===== src/design/tile_texel_blend_compositor_unit_macros.svh =====
// Assertion macros for the tile texel blend compositor.
// Included by the top level; no other dependencies.
`ifndef TILE_TEXEL_BLEND_COMPOSITOR_UNIT_MACROS_SVH
`define TILE_TEXEL_BLEND_COMPOSITOR_UNIT_MACROS_SVH

`ifndef NO_ASSERTIONS

`define TTBC_ASSERT_IMPLIES(label, clk, rstn, ante, cons) \
    label: assert property (@(posedge clk) disable iff (!rstn) (ante) |-> (cons)) \
        else $error("ttbc: same-cycle check failed");

`define TTBC_ASSERT_NEXT(label, clk, rstn, ante, cons) \
    label: assert property (@(posedge clk) disable iff (!rstn) (ante) |=> (cons)) \
        else $error("ttbc: next-cycle check failed");

`else

`define TTBC_ASSERT_IMPLIES(label, clk, rstn, ante, cons)

`define TTBC_ASSERT_NEXT(label, clk, rstn, ante, cons)

`endif

`endif


===== src/design/ttbc_pkg.sv =====
// Shared types and constants of the tile texel blend compositor.
// No dependencies; used by every module of the block but ttbc_ram.
package ttbc_pkg;

    localparam int MAX_WIDTH  = 1024;
    localparam int MAX_HEIGHT = 512;
    localparam int STORE_SIZE = MAX_WIDTH * MAX_HEIGHT;
    localparam int ADDR_W     = $clog2(STORE_SIZE);

    localparam int COORD_W    = 11;
    localparam int SIZE_W     = 6;
    localparam int COLOR_W    = 32;
    localparam int INDEX_W    = 19;
    localparam int ROW_W      = 21;
    localparam int OFFS_W     = 12;
    localparam int PROD_W     = 24;
    localparam int SUM_W      = 23;

    localparam int CFG_IDX_W  = 2;
    localparam int CFG_DATA_W = 11;
    localparam int IN_DATA_W  = 88;
    localparam int IN_USER_W  = 2;
    localparam int OUT_DATA_W = 32;

    localparam int FIFO_DEPTH = 4;
    localparam int FIFO_AW    = $clog2(FIFO_DEPTH);
    localparam int FIFO_CW    = $clog2(FIFO_DEPTH + 1);

    typedef enum logic [CFG_IDX_W-1:0] {
        CFG_AREA_X     = 2'd0,
        CFG_AREA_Y     = 2'd1,
        CFG_AREA_WIDTH = 2'd2
    } cfg_index_t;

    typedef enum logic [1:0] {
        MODE_AVERAGE     = 2'd0,
        MODE_ADD         = 2'd1,
        MODE_SUB         = 2'd2,
        MODE_ADD_QUARTER = 2'd3
    } blend_mode_t;

    typedef enum logic [1:0] {
        OP_READ  = 2'd0,
        OP_WRITE = 2'd1,
        OP_BLEND = 2'd2
    } op_t;

    // One command for the frame store side.
    typedef struct packed {
        op_t                op;
        logic               oob;
        logic [ADDR_W-1:0]  addr;
        logic [COLOR_W-1:0] color;
        blend_mode_t        mode;
    } cmd_t;

    typedef struct packed {
        logic               full;
        logic               empty;
        logic [FIFO_CW-1:0] count;
    } fifo_status_t;

endpackage


===== src/design/ttbc_fifo.sv =====
// Short command queue between the front and back parts.
// Depends on ttbc_pkg.
module ttbc_fifo (
    input  logic                   aclk,
    input  logic                   aresetn,
    input  logic                   push,
    input  ttbc_pkg::cmd_t         push_cmd,
    input  logic                   pop,
    output ttbc_pkg::cmd_t         head_cmd,
    output ttbc_pkg::fifo_status_t status
);

    ttbc_pkg::cmd_t                   mem_reg [ttbc_pkg::FIFO_DEPTH];
    logic [ttbc_pkg::FIFO_AW-1:0]     wr_ptr_reg;
    logic [ttbc_pkg::FIFO_AW-1:0]     rd_ptr_reg;
    logic [ttbc_pkg::FIFO_CW-1:0]     count_reg;
    logic [ttbc_pkg::FIFO_CW-1:0]     count_next;

    assign head_cmd     = mem_reg[rd_ptr_reg];
    assign status.count = count_reg;
    assign status.empty = count_reg == '0;
    assign status.full  = count_reg == ttbc_pkg::FIFO_CW'(ttbc_pkg::FIFO_DEPTH);

    always_comb begin
        count_next = count_reg;
        if (push && !pop) begin
            count_next = count_reg + ttbc_pkg::FIFO_CW'(1);
        end else if (pop && !push) begin
            count_next = count_reg - ttbc_pkg::FIFO_CW'(1);
        end
    end

    always_ff @(posedge aclk) begin
        if (!aresetn) begin
            wr_ptr_reg <= '0;
            rd_ptr_reg <= '0;
            count_reg  <= '0;
        end else begin
            count_reg <= count_next;
            if (push) begin
                wr_ptr_reg <= wr_ptr_reg + ttbc_pkg::FIFO_AW'(1);
            end
            if (pop) begin
                rd_ptr_reg <= rd_ptr_reg + ttbc_pkg::FIFO_AW'(1);
            end
        end
    end

    always_ff @(posedge aclk) begin
        if (push) begin
            mem_reg[wr_ptr_reg] <= push_cmd;
        end
    end

endmodule


===== config.mk =====
export PLATFORM = sky130hd
export DESIGN_NAME = ttbc_fifo
export DESIGN_NICKNAME = d
export VERILOG_FILES = /design/src/design/tile_texel_blend_compositor_unit_macros.svh /design/src/design/ttbc_pkg.sv /design/src/design/ttbc_fifo.sv
export SDC_FILE = /design/constraint.sdc
export NUM_CORES = 1
export LEC_CHECK = 0
export ABC_CLOCK_PERIOD_IN_PS = 5600
export BUFFER_PORTS_ARGS = -buffer_cell sky130_fd_sc_hd__buf_2
export CAP_MARGIN = 30
export CORE_UTILIZATION = 35
export CTS_BUF_LIST = sky130_fd_sc_hd__clkbuf_16
export DETAILED_ROUTE_END_ITERATION = 8
export GPL_ROUTABILITY_DRIVEN = 0
export PLACE_DENSITY = 0.63
export SLEW_MARGIN = 5
export SYNTH_ARGS = -nofsm -noshare
export SYNTH_HDL_FRONTEND = slang
export SYNTH_SLANG_ARGS = --single-unit

===== constraint.sdc =====
create_clock -name aclk -period 5.6 [get_ports aclk]
set_input_delay 1.12 -clock aclk [delete_from_list [all_inputs] [get_ports aclk]]
set_output_delay 1.12 -clock aclk [all_outputs]
set_load 0.05 [all_outputs]

==> results.yml, run 1 <==
clocking:
  htreeDepth: 1
  cts_inserted_buffers: 23
  clkTransAtPathRegs_ns: 0.06
  root_buffer: "clkbuf_16"
  cts_resized: 0
  cts.repair_timing.setup_buffer_count: 0
  holdBufCountCts: 0
  tritoncts_clock_tree: "built"
  clk-insertion-delay-late_ns: 0.50
  clk_path_buf_depth: 3
  clock-sinks: 233
critical_path:
  worst_path_max_delay_cell: "dfxtp_4"
  critPathBufInv: 2
  worst_path_dominant_cell_family: "flip-flops"
  reg2reg_setup_slack_ns: 3.87
  regToRegEndpoint: "mem_reg[2][32]$_DFFE_PP_"
  timing.critical_path.to_type: "output port"
  worstPathMaxFanout: 39
  critical_path_class: "flip-flop to output port"
  cp.required_ns: 4.48
  worst_path_arrival_ns: 2.67
  r2r_cells: 3
  timing.critical_path.cells: "buf_4, mux4_2, buf_2"
  critical-path-max-stage-delay_ns: 0.90
  worstReg2RegStart: "wr_ptr_reg[0]$_SDFFE_PN0P_"
  start_kind: "flip-flop"
yosys:
  total_nets_after_synthesis: 401
  synthesis.yosys.warnings: 0
  post_synth_main_area_contributors: "edfxtp_1 79%, mux4_2 15%, dfxtp_1 2.1%"
  synth_area_sq_mm: 0.008561
  synthesis.instances: 335
  synth_seq_cells: 233
  synth_largest_area_cell: "edfxtp_1"
  synth_area_per_cell_sq_um: 25.55
  netlist.area_leader.share_pct: 78.57
  netlist-cell-type-count: 22
  post_synthesis_sequential_area_ratio_pct: 80.68
timing:
  report.final.setup_viol: 0
  fin_worst_hold_slack_ns: 0.5621
  max-slew-margin-rel_pct: 39.16
  rsz_0062_raised_after_global_routing: "false"
  fin_crit_ns: 3.792
  finalCritPeriodShare_pct: 67.71
  finalMaxSlewViolations: 0
  setup-tns-final_ns: 0
  top_achievable_clock_speed_ghz: 0.2637
  final.setup_skew_ns: 0.008318
  final-hold-violation-count: 0
  worstMarginPinSlew_ns: 0.9126
min_path:
  worst_hold_path_type: "flip-flop to flip-flop"
  hp-start: "count_reg[2]$_SDFFE_PN0P_"
  timing.hold.worst_path_depth: 2
  whs_endpoint: "count_reg[2]$_SDFFE_PN0P_"
drt:
  ant_nets: 0
  routed_via_density: 4.687
  post_drt_wl_per_cell_um: 18.48
  drt_iter0_markers: 175
  drt_first_pass_iters: 4
  vias: 3759
  drt-total-wl_um: 14820
  drc: 0
grt:
  antenna_found_initial: 2
  globalRouteTotalUtil_pct: 12.07
  grt_pass1_vias: 4090
  global_route_wire_length_before_repair_um: 22540
  maximum_number_of_pins_on_one_net_before_global_route_repair: 57
  gr-total-overflow: 0
power_and_ir_drop:
  leakagePower_nw: 3.391
  ir_drop_uv: 206.1
  switching_share_of_power_pct: 26.01
  power-per-cell-area_mw_per_mm2: 389.3
  p_sw_mw: 1.023
  seqPwrFrac_pct: 52.3
  cellInternalPower_mw: 2.911
  combinationalPowerShare_pct: 13.9
  clock_power_share_pct: 33.9
die:
  core-area_sq_mm: 0.02375
  die_w_um: 158.4
  die-area_sq_mm: 0.02509
  rows: 56
  die_h_um: 158.4
  num_io_pins: 121
  initial_standard_cell_utilization_of_the_core_pct: 36.04
cells_and_area:
  max_ffs_per_register: 224
  layout.filler_cells: 2049
  antenna_cells_inserted: 0
  post_route_cells_drive_above_1_share_pct: 43.69
  nets: 535
  area_delta_synth_final_pct: 18.05
flow_run:
  timing.max_cap.violations: 0
placed_design:
  detailed_placer_s_ending_hpwl_um: 8438
  portBuffers: 120
run_status:
  result_of_the_run: "finished clean"
area by class of cell:
type / count / area (sq um) / share of cell area, %
sequential: 233 / 6914 / 68.42
multi-input combinational: 86 / 1521 / 15.06
timing repair buffer: 121 / 608.1 / 6.017
tap: 319 / 399.1 / 3.950
inverter: 4 / 15.01 / 0.1486
clock buffer: 23 / 575.6 / 5.695
clock inverter: 16 / 72.57 / 0.7181
metal layers:
| layer | vias up | share of wire (%) | global-route usage (%) | wire length, um |
|---|---|---|---|---|
| li1 | 1679 | - | - | - |
| met1 | 1953 | 43 | 14.94 | 6299 |
| met2 | 95 | 49 | 20.18 | 7208 |
| met3 | 30 | 6.8 | 3.511 | 1002 |
| met4 | 2 | 2.0 | 4.212 | 296 |
| met5 | - | 0.088 | 0 | 13 |
power by group through the flow:
| stage | sequential (mW) | combinational, mW | clock, mW |
|---|---|---|---|
| final | 2.06 | 0.546 | 1.33 |
| after global routing | 2.07 | 0.578 | 1.44 |
| after CTS | 2.06 | 0.556 | 1.38 |
| after detailed placement | 2.10 | 0.555 | 0 |
| after global placement | 2.09 | 0.546 | 0 |
| after floorplan | 2.07 | 0.441 | 0 |
placed cells by master (no fill, tap or decap):
cell type	netlist	routed
a21boi_0	1	1
and2_1	9	5
and2_4	0	4
buf_2	5	120
buf_4	1	1
clkbuf_16	0	23
clkinv_1	0	6
clkinv_2	0	3
clkinv_4	0	1
clkinvlp_4	0	1
dfxtp_1	9	7
dfxtp_4	0	2
edfxtp_1	224	224
fa_1	1	1
ha_1	5	5
inv_1	4	9
mux2i_1	2	2
mux4_2	56	56
nand2_1	1	1
nor2b_1	2	2
nor3_1	1	1
nor3b_1	1	1
o21ai_0	1	1
or3_1	1	1
xnor2_1	2	2
xor2_1	3	3
metrics by stage:
step | total power, mW | instances | area (sq um) | setup WS [ns] | utilization (%)
4_1_cts | 3.997 | 802 | 10110 | 1.665 | 42.55
5_1_grt | 4.085 | 802 | 10110 | 1.542 | 42.55
3_3_place_gp | 2.636 | 763 | 9458 | 2.252 | 39.82
6_report | 3.934 | 802 | 10110 | 1.808 | 42.55
2_1_floorplan | 2.512 | 335 | 8561 | 2.603 | -
3_5_place_dp | 2.651 | 763 | 9458 | 2.224 | 39.82
worst min-delay path, cell delays in order (launching register included):
cell and delay [ns]:
dfxtp_1 0.34, o21ai_0 0.08, a21boi_0 0.09
worst max path at each step:
stage                                    from  depth (start not counted)           end
global placement                    flip-flop                          3   head_cmd[2]
global route                        flip-flop                          3  head_cmd[24]
detailed placement                  flip-flop                          3  head_cmd[28]
finish                              flip-flop                          3  head_cmd[24]
CTS                                 flip-flop                          3  head_cmd[28]
floorplan           count_reg[2]$_SDFFE_PN0P_                          1     status[4]
kinds of logic (layout without fill, tap and decap cells):
| kind of cell | Yosys count | in the layout | share of synthesized area (%) |
|---|---|---|---|
| xor gates and xnor gates | 5 | 5 | 0.5116 |
| and+or+nand+nor | 15 | 15 | 1.067 |
| DFF | 233 | 233 | 80.68 |
| adders and majority gates | 6 | 6 | 0.9646 |
| buffers and inverters | 16 | 164 | 1.666 |
| muxes | 58 | 58 | 14.97 |
| AOI/OAI and AO/OA | 2 | 2 | 0.1461 |
synthesized netlist by cell type:
| cell | number |
|---|---|
| a21boi_0 | 1 |
| and2_1 | 9 |
| buf_12 | 4 |
| buf_2 | 5 |
| buf_4 | 1 |
| buf_6 | 1 |
| clkbuf_1 | 1 |
| dfxtp_1 | 9 |
| edfxtp_1 | 224 |
| fa_1 | 1 |
| ha_1 | 5 |
| inv_1 | 4 |
| mux2i_1 | 2 |
| mux4_2 | 56 |
| nand2_1 | 1 |
| nor2b_1 | 2 |
| nor3_1 | 1 |
| nor3b_1 | 1 |
| o21ai_0 | 1 |
| or3_1 | 1 |
| xnor2_1 | 2 |
| xor2_1 | 3 |
Power figures use the tool's default switching activity.
==> inputs of run 2 (changes only) <==
Settings changed: ABC_CLOCK_PERIOD_IN_PS 5600 to 3260, PLACE_DENSITY 0.63 to 0.65.
Clock period 5.6 ns to 3.26 ns, I/O delays scaled along.
==> run 2 against run 1 <==
Net effect:
- routed wire length rose by 1.7%
- worst hold slack got worse by 0.21 ns
- critical path depth fell by 1
- register-to-register slack got worse by 2.4 ns
- die area did not move
- core utilization rose by 0.66 points
- sequential share of layout area fell by 1.0 points
- non-clock buffer count did not move
- cell count rose by 0.75%
- largest cell class unchanged
==> results.yml, run 2 (synthesized netlist as in run 1, its figures left out) <==
clocking:
  cts_inserted_buffers: 24
  holdBufCountCts: 0
  clkTransAtPathRegs_ns: 0.06
  cts_resized: 0
  clk-insertion-delay-late_ns: 0.51
  htreeDepth: 1
  clock-sinks: 233
  root_buffer: "clkbuf_16"
  tritoncts_clock_tree: "built"
  cts.repair_timing.setup_buffer_count: 0
  clk_path_buf_depth: 3
timing:
  final-hold-violation-count: 0
  setup-tns-final_ns: 0
  rsz_0062_raised_after_global_routing: "false"
  max-slew-margin-rel_pct: 40.47
  fin_crit_ns: 2.766
  finalMaxSlewViolations: 0
  report.final.setup_viol: 0
  top_achievable_clock_speed_ghz: 0.3616
  final.setup_skew_ns: 0.01050
  fin_worst_hold_slack_ns: 0.3527
  finalCritPeriodShare_pct: 84.84
  worstMarginPinSlew_ns: 0.8929
grt:
  gr-total-overflow: 0
  globalRouteTotalUtil_pct: 12.31
  grt_pass1_vias: 4167
  global_route_wire_length_before_repair_um: 23000
  maximum_number_of_pins_on_one_net_before_global_route_repair: 57
  antenna_found_initial: 2
run_status:
  result_of_the_run: "finished clean"
cells_and_area:
  area_delta_synth_final_pct: 19.88
  nets: 536
  layout.filler_cells: 2037
  post_route_cells_drive_above_1_share_pct: 44.47
  layout.cells.most_common_list: "224 x edfxtp_1, 120 x buf_2, 56 x mux4_2, 25 x clkbuf_16, 8 x inv_1"
  mostFrequentLayoutCell: "edfxtp_1"
  multi_input_comb_area_sq_mm: 0.001521
  max_ffs_per_register: 224
  seq_area_sq_mm: 0.006914
die:
  die_w_um: 158.4
  rows: 56
  num_io_pins: 121
  core-area_sq_mm: 0.02375
  initial_standard_cell_utilization_of_the_core_pct: 36.04
  die-area_sq_mm: 0.02509
  die_h_um: 158.4
critical_path:
  r2r_cells: 3
  reg2reg_setup_slack_ns: 1.52
  timing.critical_path.to_type: "output port"
  cp.required_ns: 2.61
  worstPathMaxFanout: 56
  critical_path_class: "flip-flop to output port"
  worst_path_arrival_ns: 2.11
  worstReg2RegStart: "wr_ptr_reg[0]$_SDFFE_PN0P_"
  regToRegEndpoint: "mem_reg[2][5]$_DFFE_PP_"
  start_kind: "flip-flop"
power_and_ir_drop:
  power-per-cell-area_mw_per_mm2: 698.0
  ir_drop_uv: 440.9
  leakagePower_nw: 3.461
min_path:
  timing.hold.worst_path_depth: 1
  worst_hold_path_type: "input pin to flip-flop"
  whs_endpoint: "mem_reg[3][39]$_DFFE_PP_"
  hp-start: "push_cmd[39]"
drt:
  drt_iter0_markers: 209
  drc: 0
  drt-total-wl_um: 15070
  ant_nets: 0
  drt_first_pass_iters: 4
  routed_via_density: 4.740
  vias: 3830
  post_drt_wl_per_cell_um: 18.64
placed_design:
  portBuffers: 120
  detailed_placer_s_ending_hpwl_um: 8155
flow_run:
  timing.max_cap.violations: 0
## run 2: worst max path at each step
stage | cells after the start | end
2_1_floorplan | 1 | status[4]
3_3_place_gp | 2 | head_cmd[13]
3_5_place_dp | 2 | head_cmd[13]
4_1_cts | 2 | head_cmd[17]
5_1_grt | 2 | head_cmd[8]
6_report | 2 | head_cmd[13]
## run 2: critical path, stage by stage (launching register included)
cell and delay, ns:
dfxtp_4 0.92, mux4_2 0.45, buf_2 0.24
## run 2: stage by stage
step	setup slack [ns]	total power, mW	instance area, sq um	cells	util, %
final	0.4943	7.163	10260	808	43.20
after global routing	0.3673	7.416	10260	807	43.19
after CTS	0.4148	7.259	10260	807	43.19
after detailed placement	0.9698	4.559	9470	763	39.87
after global placement	0.9842	4.535	9470	763	39.87
after floorplan	0.7315	4.315	8561	335	-
## run 2: final cells by class
| type | count | share of cell area, % |
|---|---|---|
| flip-flops and latches | 233 | 67.37 |
| multi-input cells | 86 | 14.83 |
| clock buffers | 25 | 6.096 |
| repair buffers | 121 | 6.047 |
| well taps | 319 | 3.889 |
| clock inverters | 19 | 1.597 |
| inverters | 4 | 0.1463 |
| diodes | 1 | 0.02438 |
## run 2: routing by layer
metal	global-route usage, %	share of wire [%]	wire length (um)
met1	15.35	42	6267
met2	20.99	50	7561
met3	2.940	6.0	909
met4	4.167	2.2	327
met5	0	0	0
## run 2: report_power, final
part           switching (mW)  internal, mW  total (mW)
sequential             0.0649          3.44        3.50
clock                    1.07          1.62        2.69
combinational           0.680         0.293       0.973
==> inputs of run 3 (changes only) <==
Settings changed: ABC_AREA set to 1, ABC_CLOCK_PERIOD_IN_PS 3260 to 2500.
Clock period 3.26 ns to 2.5 ns, I/O delays scaled along.
==> run 3 against run 2 <==
Net effect:
- power increased by 34%
- register-to-register slack got worse by 0.51 ns
- area after synthesis increased by 6.4%
- clock skew decreased by 0.0021 ns
- die area increased by 6.3%
- non-clock buffer count increased by 17
- final area increased by 7.2%
- via count increased by 36%
- combinational power increased by 34%
- sequential cell count unchanged
- count of clock-buffer cells in the layout unchanged
==> results.yml, run 3 <==
yosys:
  synth_area_per_cell_sq_um: 15.17
  yosys.cell_count.top_type: "edfxtp_1"
  synth_area_sq_mm: 0.009105
  synthesis.yosys.warnings: 0
  post_synthesis_sequential_area_ratio_pct: 75.86
  synthArstFlopShare_pct: 0
  netlist-cell-type-count: 25
  synth_largest_area_cell: "edfxtp_1"
  ys_dominant_reg_cell: "edfxtp_1"
  post_synth_main_area_contributors: "edfxtp_1 74%, o21ai_0 4.8%, nor2_1 3.8%"
  synth_top_cells_by_count: "224 x edfxtp_1, 91 x nor2_1, 88 x o21ai_0"
  synth-edff-count: 224
  netlist.area_leader.share_pct: 73.88
  synthesis.instances: 600
  total_nets_after_synthesis: 666
  synth_seq_cells: 233
timing:
  worstMarginPinSlew_ns: 0.5172
  report.final.setup_viol: 0
  max-slew-margin-rel_pct: 65.52
  final.setup_skew_ns: 0.008357
  final-hold-violation-count: 0
  setup_slack_ns: 0.09764
  top_achievable_clock_speed_ghz: 0.4163
  fin_crit_ns: 2.402
  finalMaxSlewViolations: 0
  finalCritPeriodShare_pct: 96.09
  rsz_0062_raised_after_global_routing: "true"
drt:
  drt_iter0_markers: 293
  drt_first_pass_iters: 7
  drt-total-wl_um: 18320
  routed_via_density: 4.830
  ant_nets: 0
  drc: 0
  post_drt_wl_per_cell_um: 16.95
  vias: 5221
critical_path:
  worstPathMaxFanout: 56
  cp.required_ns: 2.00
  worst_path_max_delay_cell: "dfxtp_4"
  worst_path_dominant_cell_family: "buffers and inverters"
  timing.critical_path.to_type: "output port"
  start_kind: "flip-flop"
  critical_path_class: "flip-flop to output port"
  timing.critical_path.cells: "buf_8, o21ai_0, o22ai_1, buf_2"
  critPathBufInv: 2
  worst_path_arrival_ns: 1.90
  critical-path-max-stage-delay_ns: 0.40
power_and_ir_drop:
  power-per-cell-area_mw_per_mm2: 871.4
  leakagePower_nw: 3.862
  clock_power_share_pct: 39.4
  p_sw_mw: 2.458
  seqPwrFrac_pct: 47.0
  combinationalPowerShare_pct: 13.6
  cellInternalPower_mw: 7.130
  post-layout-total-power_mw: 9.588
  ir_drop_uv: 636.3
  switching_share_of_power_pct: 25.63
cells_and_area:
  layout.filler_cells: 2277
  design_area_sq_mm: 0.01100
  max_ffs_per_register: 224
  nets: 795
  layout.cells.most_common_list: "224 x edfxtp_1, 108 x buf_2, 91 x nor2_1, 88 x o21ai_0, 30 x o22ai_1"
  area_delta_synth_final_pct: 20.85
  mostFrequentLayoutCell: "edfxtp_1"
  post_route_cells_drive_above_1_share_pct: 32.09
die:
  rows: 58
  num_io_pins: 121
  initial_standard_cell_utilization_of_the_core_pct: 35.95
  die-area_sq_mm: 0.02666
  core-area_sq_mm: 0.02533
  die_w_um: 163.3
  die_h_um: 163.3
clocking:
  root_buffer: "clkbuf_16"
  clk-insertion-delay-late_ns: 0.51
  clkTransAtPathRegs_ns: 0.06
  clock-sinks: 233
  tritoncts_clock_tree: "built"
  htreeDepth: 1
  cts.repair_timing.setup_buffer_count: 0
  cts_inserted_buffers: 25
  clk_path_buf_depth: 3
  holdBufCountCts: 0
flow_run:
  timing.max_cap.violations: 0
grt:
  grt_pass1_vias: 5130
  globalRouteTotalUtil_pct: 13.62
  gr-total-overflow: 0
  antenna_found_initial: 2
  global_route_wire_length_before_repair_um: 27770
  maximum_number_of_pins_on_one_net_before_global_route_repair: 57
min_path:
  worst_hold_path_type: "input pin to flip-flop"
placed_design:
  portBuffers: 120
  post_dp_cell_area_sq_mm: 0.01004
  post-place-ws_ns: 0.3930
  detailed_placer_s_ending_hpwl_um: 10630
run_status:
  result_of_the_run: "finished clean"
## run 3: cell types whose count changed after synthesis, moves of 26 or more
cell     delta
o21ai_1    +26
o22ai_1    +30
o22ai_2    +26
o21ai_0    +87
mux4_2     -56
nor2_1     +91
## run 3: layout make-up
class / instances / area [sq um] / share of cell area [%]
sequential: 233 / 6914 / 62.84
multi-input combinational: 314 / 1881 / 17.09
timing repair buffer: 138 / 852.1 / 7.744
clock buffer: 25 / 625.6 / 5.686
tap: 330 / 412.9 / 3.753
clock inverter: 21 / 236.5 / 2.149
inverter: 17 / 73.82 / 0.6709
antenna: 3 / 7.507 / 0.06823
## run 3: per-stage QoR
step	utilization (%)	cells	setup TNS [ns]	hold WS, ns
CTS	43.16	1077	-0.006991	0.1743
global placement	39.64	1031	0	0.5137
global route	43.42	1079	-0.05239	0.1754
floorplan	-	600	0	0.4115
finish	43.44	1081	0	0.2009
detailed placement	39.64	1031	0	0.5358
## run 3: metal layers
layer  share of wire, %  global-route usage (%)
met1                 43                   17.29
met2                 50                   23.31
met3                5.2                   2.539
met4                1.9                   4.545
met5                  0                       0
## run 3: what timing repair did
| action | CTS | global route |
|---|---|---|
| endpoints found under the hold margin | 0 | 0 |
| gates resized for setup | 8 | 15 |
| gates cloned | 0 | 1 |
| setup endpoints to repair | 56 | 35 |
## run 3: cell families after synthesis
| kind of cell | after synthesis | synth area share [%] |
|---|---|---|
| adders and majority gates | 6 | 0.9070 |
| buffers and inverters | 53 | 3.491 |
| DFF | 233 | 75.86 |
| and+or+nand+nor | 130 | 7.242 |
| AOI/OAI and AO/OA | 178 | 12.51 |
## run 3: worst reg2reg max path, cell delays in order (launching register included)
cell and delay (ns):
dfxtp_1 0.32, inv_1 0.12, ha_1 0.15, nand2_1 0.06, inv_2 0.06, buf_4 0.40
## run 3: worst paths after layout
kind / slack, ns / endpoint / cells after the start / start
max: 0.1 / head_cmd[38] / 4 / flip-flop
max reg2reg: 1.01 / mem_reg[0][30]$_DFFE_PP_ / 5 / wr_ptr_reg[0]$_SDFFE_PN0P_
min: 0.20 / mem_reg[0][36]$_DFFE_PP_ / 1 / push_cmd[36]
min reg2reg: 0.54 / wr_ptr_reg[1]$_SDFFE_PN0P_ / 2 / wr_ptr_reg[1]$_SDFFE_PN0P_
## run 3: power by group through the flow
stage	sequential (mW)	clock (mW)	combinational, mW
2_1_floorplan	4.61	0	0.925
5_1_grt	4.52	4.02	1.39
6_report	4.51	3.78	1.30
3_5_place_dp	4.59	0	1.29
3_3_place_gp	4.59	0	1.28
4_1_cts	4.51	3.88	1.30
