===== config.mk =====
export PLATFORM = sky130hd
export DESIGN_NAME = ttbc_front
export DESIGN_NICKNAME = d
export VERILOG_FILES = /design/src/design/tile_texel_blend_compositor_unit_macros.svh /design/src/design/ttbc_pkg.sv /design/src/design/ttbc_front.sv
export SDC_FILE = /design/constraint.sdc
export NUM_CORES = 1
export LEC_CHECK = 0
export CAP_MARGIN = 20
export CORE_MARGIN = 2
export CORE_UTILIZATION = 29
export CTS_BUF_LIST = sky130_fd_sc_hd__clkbuf_8
export DETAILED_ROUTE_END_ITERATION = 10
export DONT_BUFFER_PORTS = 1
export PLACE_DENSITY = 0.49
export SLEW_MARGIN = 40
export SYNTH_ARGS = -nofsm -noshare
export SYNTH_HDL_FRONTEND = slang
export SYNTH_SLANG_ARGS = --single-unit
export TNS_END_PERCENT = 5

===== constraint.sdc =====
create_clock -name aclk -period 9.7 [get_ports aclk]
set_clock_uncertainty 0.1 [all_clocks]
set_input_delay 1.455 -clock aclk [delete_from_list [all_inputs] [get_ports aclk]]
set_output_delay 1.455 -clock aclk [all_outputs]
set_load 0.02 [all_outputs]

===== src/design/tile_texel_blend_compositor_unit_macros.svh =====
// Assertion macros for the tile texel blend compositor.
// Included by the top level; no other dependencies.
`ifndef TILE_TEXEL_BLEND_COMPOSITOR_UNIT_MACROS_SVH
`define TILE_TEXEL_BLEND_COMPOSITOR_UNIT_MACROS_SVH

`ifndef NO_ASSERTIONS

`define TTBC_ASSERT_IMPLIES(label, clk, rstn, ante, cons) \
    label: assert property (@(posedge clk) disable iff (!rstn) (ante) |-> (cons)) \
        else $error("ttbc: same-cycle check failed");

`define TTBC_ASSERT_NEXT(label, clk, rstn, ante, cons) \
    label: assert property (@(posedge clk) disable iff (!rstn) (ante) |=> (cons)) \
        else $error("ttbc: next-cycle check failed");

`else

`define TTBC_ASSERT_IMPLIES(label, clk, rstn, ante, cons)

`define TTBC_ASSERT_NEXT(label, clk, rstn, ante, cons)

`endif

`endif


===== src/design/ttbc_pkg.sv =====
// Shared types and constants of the tile texel blend compositor.
// No dependencies; used by every module of the block but ttbc_ram.
package ttbc_pkg;

    localparam int MAX_WIDTH  = 1024;
    localparam int MAX_HEIGHT = 512;
    localparam int STORE_SIZE = MAX_WIDTH * MAX_HEIGHT;
    localparam int ADDR_W     = $clog2(STORE_SIZE);

    localparam int COORD_W    = 11;
    localparam int SIZE_W     = 6;
    localparam int COLOR_W    = 32;
    localparam int INDEX_W    = 19;
    localparam int ROW_W      = 21;
    localparam int OFFS_W     = 12;
    localparam int PROD_W     = 24;
    localparam int SUM_W      = 23;

    localparam int CFG_IDX_W  = 2;
    localparam int CFG_DATA_W = 11;
    localparam int IN_DATA_W  = 88;
    localparam int IN_USER_W  = 2;
    localparam int OUT_DATA_W = 32;

    localparam int FIFO_DEPTH = 4;
    localparam int FIFO_AW    = $clog2(FIFO_DEPTH);
    localparam int FIFO_CW    = $clog2(FIFO_DEPTH + 1);

    typedef enum logic [CFG_IDX_W-1:0] {
        CFG_AREA_X     = 2'd0,
        CFG_AREA_Y     = 2'd1,
        CFG_AREA_WIDTH = 2'd2
    } cfg_index_t;

    typedef enum logic [1:0] {
        MODE_AVERAGE     = 2'd0,
        MODE_ADD         = 2'd1,
        MODE_SUB         = 2'd2,
        MODE_ADD_QUARTER = 2'd3
    } blend_mode_t;

    typedef enum logic [1:0] {
        OP_READ  = 2'd0,
        OP_WRITE = 2'd1,
        OP_BLEND = 2'd2
    } op_t;

    // One command for the frame store side.
    typedef struct packed {
        op_t                op;
        logic               oob;
        logic [ADDR_W-1:0]  addr;
        logic [COLOR_W-1:0] color;
        blend_mode_t        mode;
    } cmd_t;

    typedef struct packed {
        logic               full;
        logic               empty;
        logic [FIFO_CW-1:0] count;
    } fifo_status_t;

endpackage


===== src/design/ttbc_front.sv =====
// Front part: configuration registers, item intake, tile counters and address forming.
// Depends on ttbc_pkg; feeds the command queue.
module ttbc_front (
    input  logic                             aclk,
    input  logic                             aresetn,
    input  logic                             cfg_wr_en,
    input  logic [ttbc_pkg::CFG_IDX_W-1:0]   cfg_index,
    input  logic [ttbc_pkg::CFG_DATA_W-1:0]  cfg_wdata,
    input  logic                             s_axis_tvalid,
    output logic                             s_axis_tready,
    input  logic [ttbc_pkg::IN_DATA_W-1:0]   s_axis_tdata,
    input  logic [ttbc_pkg::IN_USER_W-1:0]   s_axis_tuser,
    output logic                             push,
    output ttbc_pkg::cmd_t                   push_cmd,
    input  logic                             queue_full
);

    logic signed [ttbc_pkg::COORD_W-1:0]  area_x_reg;
    logic signed [ttbc_pkg::COORD_W-1:0]  area_y_reg;
    logic        [ttbc_pkg::COORD_W-1:0]  area_width_reg;

    // Intake stage.
    logic                                 s1_valid_reg;
    logic                                 s1_kind_reg;
    logic                                 s1_first_reg;
    logic [ttbc_pkg::SIZE_W-1:0]          s1_size_reg;
    logic [ttbc_pkg::COLOR_W-1:0]         s1_color_reg;
    logic                                 s1_visible_reg;
    logic                                 s1_blend_reg;
    ttbc_pkg::blend_mode_t                s1_mode_reg;
    logic [ttbc_pkg::INDEX_W-1:0]         s1_index_reg;
    logic signed [ttbc_pkg::OFFS_W-1:0]   s1_xoff_reg;
    logic signed [ttbc_pkg::PROD_W-1:0]   s1_prod_reg;

    // Tile walking state.
    logic [ttbc_pkg::SIZE_W-1:0]          col_reg;
    logic [ttbc_pkg::SIZE_W-1:0]          col_next;
    logic signed [ttbc_pkg::ROW_W-1:0]    row_reg;
    logic signed [ttbc_pkg::ROW_W-1:0]    row_next;

    logic                                 accept;
    logic                                 s1_fire;
    logic signed [ttbc_pkg::COORD_W-1:0]  in_dst_x;
    logic signed [ttbc_pkg::COORD_W-1:0]  in_dst_y;
    logic signed [ttbc_pkg::OFFS_W-1:0]   row_sum;
    logic signed [ttbc_pkg::PROD_W-1:0]   prod;
    logic signed [ttbc_pkg::ROW_W-1:0]    base_sel;
    logic [ttbc_pkg::SIZE_W-1:0]          col_sel;
    logic [ttbc_pkg::SIZE_W-1:0]          col_inc;
    logic signed [ttbc_pkg::PROD_W-1:0]   step_sum;
    logic signed [ttbc_pkg::SUM_W-1:0]    addr_sum;
    logic [31:0]                          addr_wide;
    logic [31:0]                          index_wide;
    logic                                 in_range;

    function automatic logic signed [ttbc_pkg::ROW_W-1:0] sat_row(
        input logic signed [ttbc_pkg::PROD_W-1:0] v
    );
        logic signed [ttbc_pkg::PROD_W-1:0] lo;
        logic signed [ttbc_pkg::PROD_W-1:0] hi;
        lo = -(ttbc_pkg::PROD_W'(1) <<< (ttbc_pkg::ROW_W - 1));
        hi = (ttbc_pkg::PROD_W'(1) <<< (ttbc_pkg::ROW_W - 1)) - ttbc_pkg::PROD_W'(1);
        if (v < lo) begin
            return lo[ttbc_pkg::ROW_W-1:0];
        end else if (v > hi) begin
            return hi[ttbc_pkg::ROW_W-1:0];
        end
        return v[ttbc_pkg::ROW_W-1:0];
    endfunction

    always_ff @(posedge aclk) begin
        if (!aresetn) begin
            area_x_reg     <= '0;
            area_y_reg     <= '0;
            area_width_reg <= 11'd1024;
        end else if (cfg_wr_en) begin
            unique case (ttbc_pkg::cfg_index_t'(cfg_index))
                ttbc_pkg::CFG_AREA_X:     area_x_reg     <= cfg_wdata;
                ttbc_pkg::CFG_AREA_Y:     area_y_reg     <= cfg_wdata;
                ttbc_pkg::CFG_AREA_WIDTH: area_width_reg <= cfg_wdata;
                default: ;
            endcase
        end
    end

    // The row product only depends on the item and the registers, so it is
    // formed in the intake stage, ahead of the tile state.
    assign in_dst_x = s_axis_tdata[10:0];
    assign in_dst_y = s_axis_tdata[21:11];
    assign row_sum  = ttbc_pkg::OFFS_W'(area_y_reg) + ttbc_pkg::OFFS_W'(in_dst_y);
    assign prod     = ttbc_pkg::PROD_W'(row_sum)
                    * ttbc_pkg::PROD_W'(signed'({1'b0, area_width_reg}));

    assign s1_fire       = s1_valid_reg && !queue_full;
    assign s_axis_tready = !s1_valid_reg || s1_fire;
    assign accept        = s_axis_tvalid && s_axis_tready;

    always_ff @(posedge aclk) begin
        if (!aresetn) begin
            s1_valid_reg <= 1'b0;
        end else if (s_axis_tready) begin
            s1_valid_reg <= s_axis_tvalid;
        end
    end

    always_ff @(posedge aclk) begin
        if (accept) begin
            s1_kind_reg    <= s_axis_tuser[0];
            s1_first_reg   <= s_axis_tuser[1];
            s1_size_reg    <= s_axis_tdata[27:22];
            s1_color_reg   <= s_axis_tdata[59:28];
            s1_visible_reg <= s_axis_tdata[60];
            s1_blend_reg   <= s_axis_tdata[61];
            s1_mode_reg    <= ttbc_pkg::blend_mode_t'(s_axis_tdata[63:62]);
            s1_index_reg   <= s_axis_tdata[82:64];
            s1_xoff_reg    <= ttbc_pkg::OFFS_W'(area_x_reg) + ttbc_pkg::OFFS_W'(in_dst_x);
            s1_prod_reg    <= prod;
        end
    end

    assign base_sel = s1_first_reg ? sat_row(s1_prod_reg) : row_reg;
    assign col_sel  = s1_first_reg ? '0 : col_reg;
    assign col_inc  = col_sel + ttbc_pkg::SIZE_W'(1);
    assign step_sum = ttbc_pkg::PROD_W'(base_sel)
                    + ttbc_pkg::PROD_W'(signed'({1'b0, area_width_reg}));
    assign addr_sum = ttbc_pkg::SUM_W'(base_sel) + ttbc_pkg::SUM_W'(s1_xoff_reg)
                    + ttbc_pkg::SUM_W'(signed'({1'b0, col_sel}));
    assign addr_wide  = 32'(addr_sum);
    assign index_wide = 32'(s1_index_reg);
    assign in_range   = !addr_sum[ttbc_pkg::SUM_W-1]
                      && (addr_wide < 32'(ttbc_pkg::STORE_SIZE));

    always_comb begin
        col_next = col_reg;
        row_next = row_reg;
        if (s1_fire && !s1_kind_reg) begin
            if (col_inc == s1_size_reg) begin
                col_next = '0;
                row_next = sat_row(step_sum);
            end else begin
                col_next = col_inc;
                row_next = base_sel;
            end
        end
    end

    always_ff @(posedge aclk) begin
        if (!aresetn) begin
            col_reg <= '0;
            row_reg <= '0;
        end else begin
            col_reg <= col_next;
            row_reg <= row_next;
        end
    end

    // Invisible texels and texels outside the store only move the counters.
    always_comb begin
        push_cmd.color = s1_color_reg;
        push_cmd.mode  = s1_mode_reg;
        if (s1_kind_reg) begin
            push_cmd.op   = ttbc_pkg::OP_READ;
            push_cmd.oob  = index_wide >= 32'(ttbc_pkg::STORE_SIZE);
            push_cmd.addr = index_wide[ttbc_pkg::ADDR_W-1:0];
            push          = s1_fire;
        end else begin
            push_cmd.op   = s1_blend_reg ? ttbc_pkg::OP_BLEND : ttbc_pkg::OP_WRITE;
            push_cmd.oob  = 1'b0;
            push_cmd.addr = addr_wide[ttbc_pkg::ADDR_W-1:0];
            push          = s1_fire && s1_visible_reg && in_range;
        end
    end

endmodule


==> flow_summary.ini, run 1 <==
[critical_path]
rr_endpoint = s1_prod_reg[23]$_DFFE_PP_
cp_common_cell = fa_1
critPathMaxFanout = 5
crit_family = adder cells
crit_start = s_axis_tdata[11]
setup.worst_path.end_class = register
rr_worst_depth = 27
endpoint = s1_prod_reg[23]$_DFFE_PP_
crit_cells = 27
arrival_ps = 8390
r2r_slack_ps = 2050
path_class = input pin to register
cpPeakStageDelay_ps = 550
path_buf_inv = 3
startpoint_type = input pin
required_ps = 9840
slowest_stage = fa_1
rr_startpoint = area_y_reg[0]$_SDFFE_PN0P_

[synth]
syn_nets = 1895
synth_seq_cells = 160
synth.distinct_cells = 72
netlist_area_um2 = 14500
synth-main-ff-cell = edfxtp_1
syn_area_per_cell_um2 = 9.46
yosysWarningCount = 0
ys_seq_area_frac = 0.290
synth_edf_count = 99
synth_cells = 1528
async_flop_share = 0

[timing]
fmax_mhz = 121
setup_viol = 0
slew_violations = 0
layout_setup_ws_ps = 1450
tightest_slew_ps = 802
fin_crit_sh = 0.850
rsz0062_at_grt = false
hold_violations = 0
setup-tns-final_ps = 0
slew_headroom = 0.465
final.min_clock_period_ps = 8250

[hold_path]
whs_path_depth = 2
hp-class = register to register

[power]
peakVddDrop_mv = 0.103
finalPower_mw = 2.52
p_leak_nw = 6.89
p_per_area_nw_per_um2 = 162

[job]
max_cap_viol_count = 0

[drt]
wl_met2_mm = 17.3
totalWireLength_mm = 34.7
drt_iter0_drc = 419
drc = 0
wl_per_cell_um = 15.9
met3_length_mm = 1.02
drt_first_pass_iters = 5
top_layer_used = met4
routed_via_density = 4.69
met1Wirelength_mm = 15.8
ant_nets = 0
num_vias = 10200

[finish]
final_cell_mix = 249 x inv_1, 160 x nand2_1, 135 x fa_1
layout-drive-gt1-share = 0.0487
largest_reg_flops = 32
mostFrequentLayoutCell = inv_1
nets = 1875
antenna_cells = 0
area_growth_syn_to_layout_pct = 7.71
final_util = 0.317
post-route-cell-area_um2 = 15600
fillers = 5173

[cts]
cts-root-buf = clkbuf_8
clk_latency_ps = 510
cts_tree = built
cts.sinks = 160
cts-buffers-inserted = 17
cts-resized-gates = 0
cts_max_level = 4
clockBufferDepth = 2
post_cts.repair.setup_buffers = 0
cts_hold_buf = 0
clk_pin_slew_ps = 100

[placement]
pre_cts_slack_ps = 908
placed_area_um2 = 15200
gp_congestion = 0.832
io_buffer_count = 0
dp_hpwl_mm = 27.0

[die]
coreArea_um2 = 49100
start_util = 0.295
dieArea_um2 = 51600
die_x_um = 227
die_h_um = 227
io_pins = 166
rows = 81

[grt]
grt_usage = 0.140
grt_pass1_vias = 10600
grt_overflow_total = 0
grt_pass1_wl_mm = 56.4
antenna_found_initial = 0
grt_max_degree = 68

[status]
status = finished, final reports clean
==> how the worst min path moves through the flow <==
stage,from,endpoint,slack [ps]
floorplan,row_reg[19]$_SDFFE_PN0P_,row_reg[19]$_SDFFE_PN0P_,330
global placement,row_reg[19]$_SDFFE_PN0P_,row_reg[19]$_SDFFE_PN0P_,340
detailed placement,row_reg[1]$_SDFFE_PN0P_,row_reg[1]$_SDFFE_PN0P_,340
CTS,row_reg[1]$_SDFFE_PN0P_,row_reg[1]$_SDFFE_PN0P_,360
global route,row_reg[15]$_SDFFE_PN0P_,row_reg[15]$_SDFFE_PN0P_,390
finish,row_reg[1]$_SDFFE_PN0P_,row_reg[1]$_SDFFE_PN0P_,360
==> worst reg2reg max path: stages, from the launching register on <==
cell and delay (ps):
dfxtp_1 340, ha_1 210, fa_1 410, a21o_1 200, a21oi_1 220, o21bai_1 90
a21oi_1 220, o21bai_1 100, a21oi_1 270, xnor2_1 190, nand2_1 100, fa_1 490
fa_1 510, inv_1 60, fa_1 470, fa_1 550, inv_1 50, fa_1 520
inv_1 40, ha_1 350, and3_1 210, a221o_1 350, a221oi_2 360, o2111ai_1 200
o2111ai_1 170, o21ai_1 120, o41ai_1 320, xnor2_1 160
==> cell usage after synthesis, types with 8 or more instances <==
library cell / instances / area, um^2
nor3_1: 16 / 80.1
clkbuf_1: 44 / 165
edfxtp_1: 99 / 2970
nand3_1: 17 / 85.1
a21o_1: 18 / 135
a21oi_1: 70 / 350
ha_1: 124 / 1550
o21bai_1: 11 / 82.6
mux2i_1: 35 / 350
xnor2_1: 50 / 438
o211ai_1: 15 / 113
a21boi_0: 8 / 60.1
nand2b_1: 15 / 93.8
inv_1: 248 / 931
nor2_1: 62 / 233
dfxtp_1: 61 / 1220
o21a_1: 12 / 90.1
o21ai_0: 83 / 415
nand2_1: 160 / 601
a31oi_1: 11 / 68.8
nor2b_1: 49 / 307
fa_1: 135 / 2700
xor2_1: 20 / 175
and2_1: 51 / 319
o21ai_1: 9 / 45.0
==> cells by family (layout without fill, tap and decap cells) <==
| family | after synthesis | in the layout | share of synthesized area |
|---|---|---|---|
| muxes | 39 | 39 | 0.0274 |
| DFF | 160 | 160 | 0.290 |
| and+or+nand+nor | 408 | 408 | 0.140 |
| xor gates and xnor gates | 70 | 70 | 0.0424 |
| adders and majority gates | 259 | 259 | 0.294 |
| AOI/OAI and AO/OA | 286 | 286 | 0.124 |
| buffers and inverters | 305 | 298 | 0.0816 |
| other | 1 | 1 | 0.000259 |
==> routing by layer <==
layer	up-vias	global-route usage
met5	-	0
met4	0	0.0407
met3	32	0.0176
met2	168	0.251
met1	5044	0.175
li1	4995	-
==> final cells by class <==
cell class | instances | area (um^2) | area share
Clock buffer | 17 | 234 | 0.0150
Clock inverter | 15 | 146 | 0.00940
Inverter | 248 | 931 | 0.0598
Multi-Input combinational cell | 1063 | 9090 | 0.584
Sequential cell | 160 | 4190 | 0.269
Tap cell | 664 | 831 | 0.0534
Timing Repair Buffer | 18 | 139 | 0.00892
==> metrics by stage <==
stage                     instances  hold WS (ps)
after floorplan                1528           326
after global placement         2153           344
after detailed placement       2153           345
after CTS                      2185           361
final                          2185           359
after global routing           2185           393
==> power breakdown <==
part	internal, mW	leakage, nW	switching [mW]	total, mW
clock network	0.190	0.200	0.306	0.496
registers	0.806	1.46	0.0484	0.855
logic	0.453	5.23	0.713	1.17
total	1.45	6.89	1.07	2.52
Note: power is estimated with default switching activity, not from simulation.
==> inputs of run 2 (changes only) <==
==> constraint.sdc (replaced) <==
create_clock -name aclk -period 8.65 [get_ports aclk]
set_clock_uncertainty 0.1 [all_clocks]
set_input_delay 1.2975 -clock aclk [delete_from_list [all_inputs] [get_ports aclk]]
set_output_delay 1.2975 -clock aclk [all_outputs]
set_load 0.05 [all_outputs]
==> flow_summary.ini, run 2 (same netlist as run 1, synthesis figures left out) <==
[status]
status = finished, final reports clean

[grt]
grt_pass1_wl_mm = 56.9
met3_usage = 0.0181
busiest_layer = met2
grt_pass1_vias = 10700
met1_usage = 0.179
grt_use_met2 = 0.246
grt_max_degree = 68
grt_overflow_total = 0
grt_usage = 0.141
antenna_found_initial = 1

[placement]
dp_hpwl_mm = 27.4
io_buffer_count = 0
dpl.cell_count = 2162
gp_congestion = 0.818

[job]
max_cap_viol_count = 0

[cts]
cts_tree = built
cts.sinks = 160
cts-resized-gates = 0
cts-buffers-inserted = 17
post_cts.repair.setup_buffers = 0
clk_latency_ps = 510
cts_hold_buf = 0
cts-root-buf = clkbuf_8
cts_max_level = 4
clockBufferDepth = 2
clk_pin_slew_ps = 100

[die]
rows = 81
die_h_um = 227
start_util = 0.295
dieArea_um2 = 51600
coreArea_um2 = 49100
io_pins = 166
die_x_um = 227

[critical_path]
path_buf_inv = 4
arrival_ps = 8060
path_class = input pin to register
slowest_stage = fa_1
critPathMaxFanout = 10
crit_family = adder cells
cp_common_cell = fa_1
setup.worst_path.end_class = register
cpPeakStageDelay_ps = 550
required_ps = 8800
startpoint_type = input pin

[timing]
whs_ps = 366
fin_crit_sh = 0.914
tightest_slew_ps = 832
final.min_clock_period_ps = 7910
setup_viol = 0
setup-tns-final_ps = 0
fmax_mhz = 126
slew_headroom = 0.440
rsz0062_at_grt = false
hold_violations = 0
slew_violations = 0

[drt]
ant_nets = 0
wl_per_cell_um = 15.9
num_vias = 10300
totalWireLength_mm = 34.9
drt_first_pass_iters = 5
drc = 0
routed_via_density = 4.72
drt_iter0_drc = 548

[finish]
nets = 1884
stdcell_count = 2194
layout-drive-gt1-share = 0.0667
fillers = 5144
mostFrequentLayoutCell = inv_1
largest_reg_flops = 32
final_util = 0.321
area_growth_syn_to_layout_pct = 8.89
antenna_cells = 0
final_cell_mix = 248 x inv_1, 160 x nand2_1, 135 x fa_1

[power]
p_leak_nw = 6.96
p_per_area_nw_per_um2 = 190
peakVddDrop_mv = 0.109
finalPower_mw = 3.00

[hold_path]
hp-class = register to register
run 2: path summary, 6_finish.rpt:
path                                                  from                        end  slack, ps  cells past startpoint
worst max register to register  area_y_reg[0]$_SDFFE_PN0P_  s1_prod_reg[23]$_DFFE_PP_       1200                     27
worst min register to register    row_reg[19]$_SDFFE_PN0P_   row_reg[19]$_SDFFE_PN0P_        370                      2
worst max-delay path                      s_axis_tdata[11]  s1_prod_reg[23]$_DFFE_PP_        740                     27
worst min-delay path              row_reg[19]$_SDFFE_PN0P_   row_reg[19]$_SDFFE_PN0P_        370                      2
run 2: power breakdown:
part / total [mW] / internal, mW / switching [mW]
sequential: 0.982 / 0.904 / 0.0775
combinational: 1.44 / 0.533 / 0.910
clock: 0.573 / 0.217 / 0.355
run 2: cell type report:
class	instances	area [um^2]	area share
inverter	248	931	0.0591
multi-input combinational	1063	9170	0.583
sequential	160	4190	0.266
clock buffer	17	234	0.0149
clock inverter	15	166	0.0106
timing repair buffer	27	210	0.0134
tap	664	831	0.0528
run 2: worst min-delay path, cell delays in order, from the launching register on:
cell	delay [ps]
dfxtp_1	340
nand2_1	50
o21ai_0	50
run 2: layer usage:
| metal | routed length [um] | vias to the layer above |
|---|---|---|
| met4 | 823 | 2 |
| met2 | 16900 | 199 |
| met1 | 16000 | 5072 |
| met3 | 1130 | 46 |
| met5 | 16 | - |
| li1 | - | 5029 |
run 2: per-stage QoR:
step                      cell area, um^2  worst slack (ps)
after CTS                           15700               753
after floorplan                     14500               374
after global routing                15700               313
after detailed placement            15300               196
final                               15700               741
after global placement              15200               245
==> inputs of run 3 (changes only) <==
CELL_PAD_IN_SITES_DETAIL_PLACEMENT = 0   (was unset)
CELL_PAD_IN_SITES_GLOBAL_PLACEMENT = 1   (was unset)
PLACE_DENSITY = 0.58   (was 0.49)
==> flow_summary.ini, run 3 (same netlist as run 1, synthesis figures left out) <==
[die]
coreArea_um2 = 49100
rows = 81
die_x_um = 227
start_util = 0.295
dieArea_um2 = 51600
die_h_um = 227
io_pins = 166

[timing]
tightest_slew_ps = 801
setup_viol = 0
final.min_clock_period_ps = 8020
hold_violations = 0
slew_headroom = 0.462
fin_crit_sh = 0.927
fmax_mhz = 125
rsz0062_at_grt = false
setup-tns-final_ps = 0
whs_ps = 369
slew_violations = 0
layout_setup_ws_ps = 629

[critical_path]
startpoint_type = input pin
crit_start = s_axis_tdata[11]
path_class = input pin to register
required_ps = 8770
arrival_ps = 8140
rr_startpoint = area_y_reg[0]$_SDFFE_PN0P_
critPathMaxFanout = 10
setup.worst_path.end_class = register

[cts]
cts_tree = built
cts.sinks = 160
clk_latency_ps = 480
cts-buffers-inserted = 17
post_cts.repair.setup_buffers = 0
cts-root-buf = clkbuf_8
clk_pin_slew_ps = 100
cts_max_level = 4
cts-resized-gates = 0
clockBufferDepth = 2
cts_hold_buf = 0

[drt]
wl_per_cell_um = 16.2
drt_first_pass_iters = 5
ant_nets = 0
totalWireLength_mm = 35.6
top_layer_used = met4
wl_met2_mm = 17.0
met3_length_mm = 1.28
met1Wirelength_mm = 16.9
drc = 0
num_vias = 10300
drt_iter0_drc = 384
routed_via_density = 4.66

[hold_path]
hp-class = register to register
holdCritStartpoint = row_reg[1]$_SDFFE_PN0P_

[grt]
grt_pass1_wl_mm = 58.7
grt_max_degree = 77
grt_overflow_total = 0
grt_pass1_vias = 10900
antenna_found_initial = 0
grt_usage = 0.145

[power]
p_leak_nw = 6.99
peakVddDrop_mv = 0.0920
p_per_area_nw_per_um2 = 191
finalPower_mw = 3.02

[finish]
layout-drive-gt1-share = 0.0697
nets = 1890
antenna_cells = 0
post-route-cell-area_um2 = 15800
mostFrequentLayoutCell = inv_1
final_cell_mix = 248 x inv_1, 160 x nand2_1, 135 x fa_1
fillers = 5180
largest_reg_flops = 32
area_growth_syn_to_layout_pct = 9.23

[placement]
pre_cts_slack_ps = 132
io_buffer_count = 0
gp_congestion = 0.775
placed_area_um2 = 15400
dp_hpwl_mm = 28.1

[status]
status = finished, final reports clean

[job]
max_cap_viol_count = 0
-- run 3: layer usage --
layer  vias up  global-route usage
met5         -                   0
met4         0              0.0291
met3        26              0.0173
met2       163               0.254
met1      5019               0.191
li1       5047                   -
-- run 3: worst paths after layout --
check	endpoint	slack, ps	depth (start not counted)
worst min-delay path	row_reg[1]$_SDFFE_PN0P_	370	2
worst max-delay path	s1_prod_reg[23]$_DFFE_PP_	630	27
worst min register to register	row_reg[1]$_SDFFE_PN0P_	370	2
worst max register to register	s1_prod_reg[23]$_DFFE_PP_	1110	27
-- run 3: power breakdown --
part	internal (mW)	switching, mW	total (mW)	leakage (nW)
clock network	0.219	0.353	0.572	0.203
logic	0.542	0.925	1.47	5.33
registers	0.904	0.0759	0.980	1.46
-- run 3: worst max-delay path, cell delays in order --
cell       delay, ps
ha_1             210
fa_1             400
a21o_1           190
a21oi_1          260
o21bai_1         100
a21oi_1          220
o21bai_1          90
a21oi_1          270
xnor2_1          190
buf_4            240
nand2_1          100
fa_1             540
inv_1             50
fa_1             550
fa_1             470
fa_1             550
inv_1             50
fa_1             530
inv_1             50
ha_1             350
and4_1           210
a221oi_2         320
o2111ai_1        170
o2111ai_1        160
o21ai_1          120
o41ai_1          320
xnor2_1          130
-- run 3: cell type report --
class                      instances  area, um^2  share of cell area
timing repair buffer              33         270              0.0171
multi-input combinational       1063        9170               0.581
inverter                         248         931              0.0590
sequential                       160        4190               0.266
clock inverter                    15         163              0.0103
clock buffer                      17         234              0.0148
tap                              664         831              0.0526
-- run 3: stage by stage --
stage          instances   util
2_1_floorplan       1528      -
3_3_place_gp        2164  0.311
3_5_place_dp        2168  0.314
4_1_cts             2200  0.322
5_1_grt             2200  0.322
6_report            2200  0.322
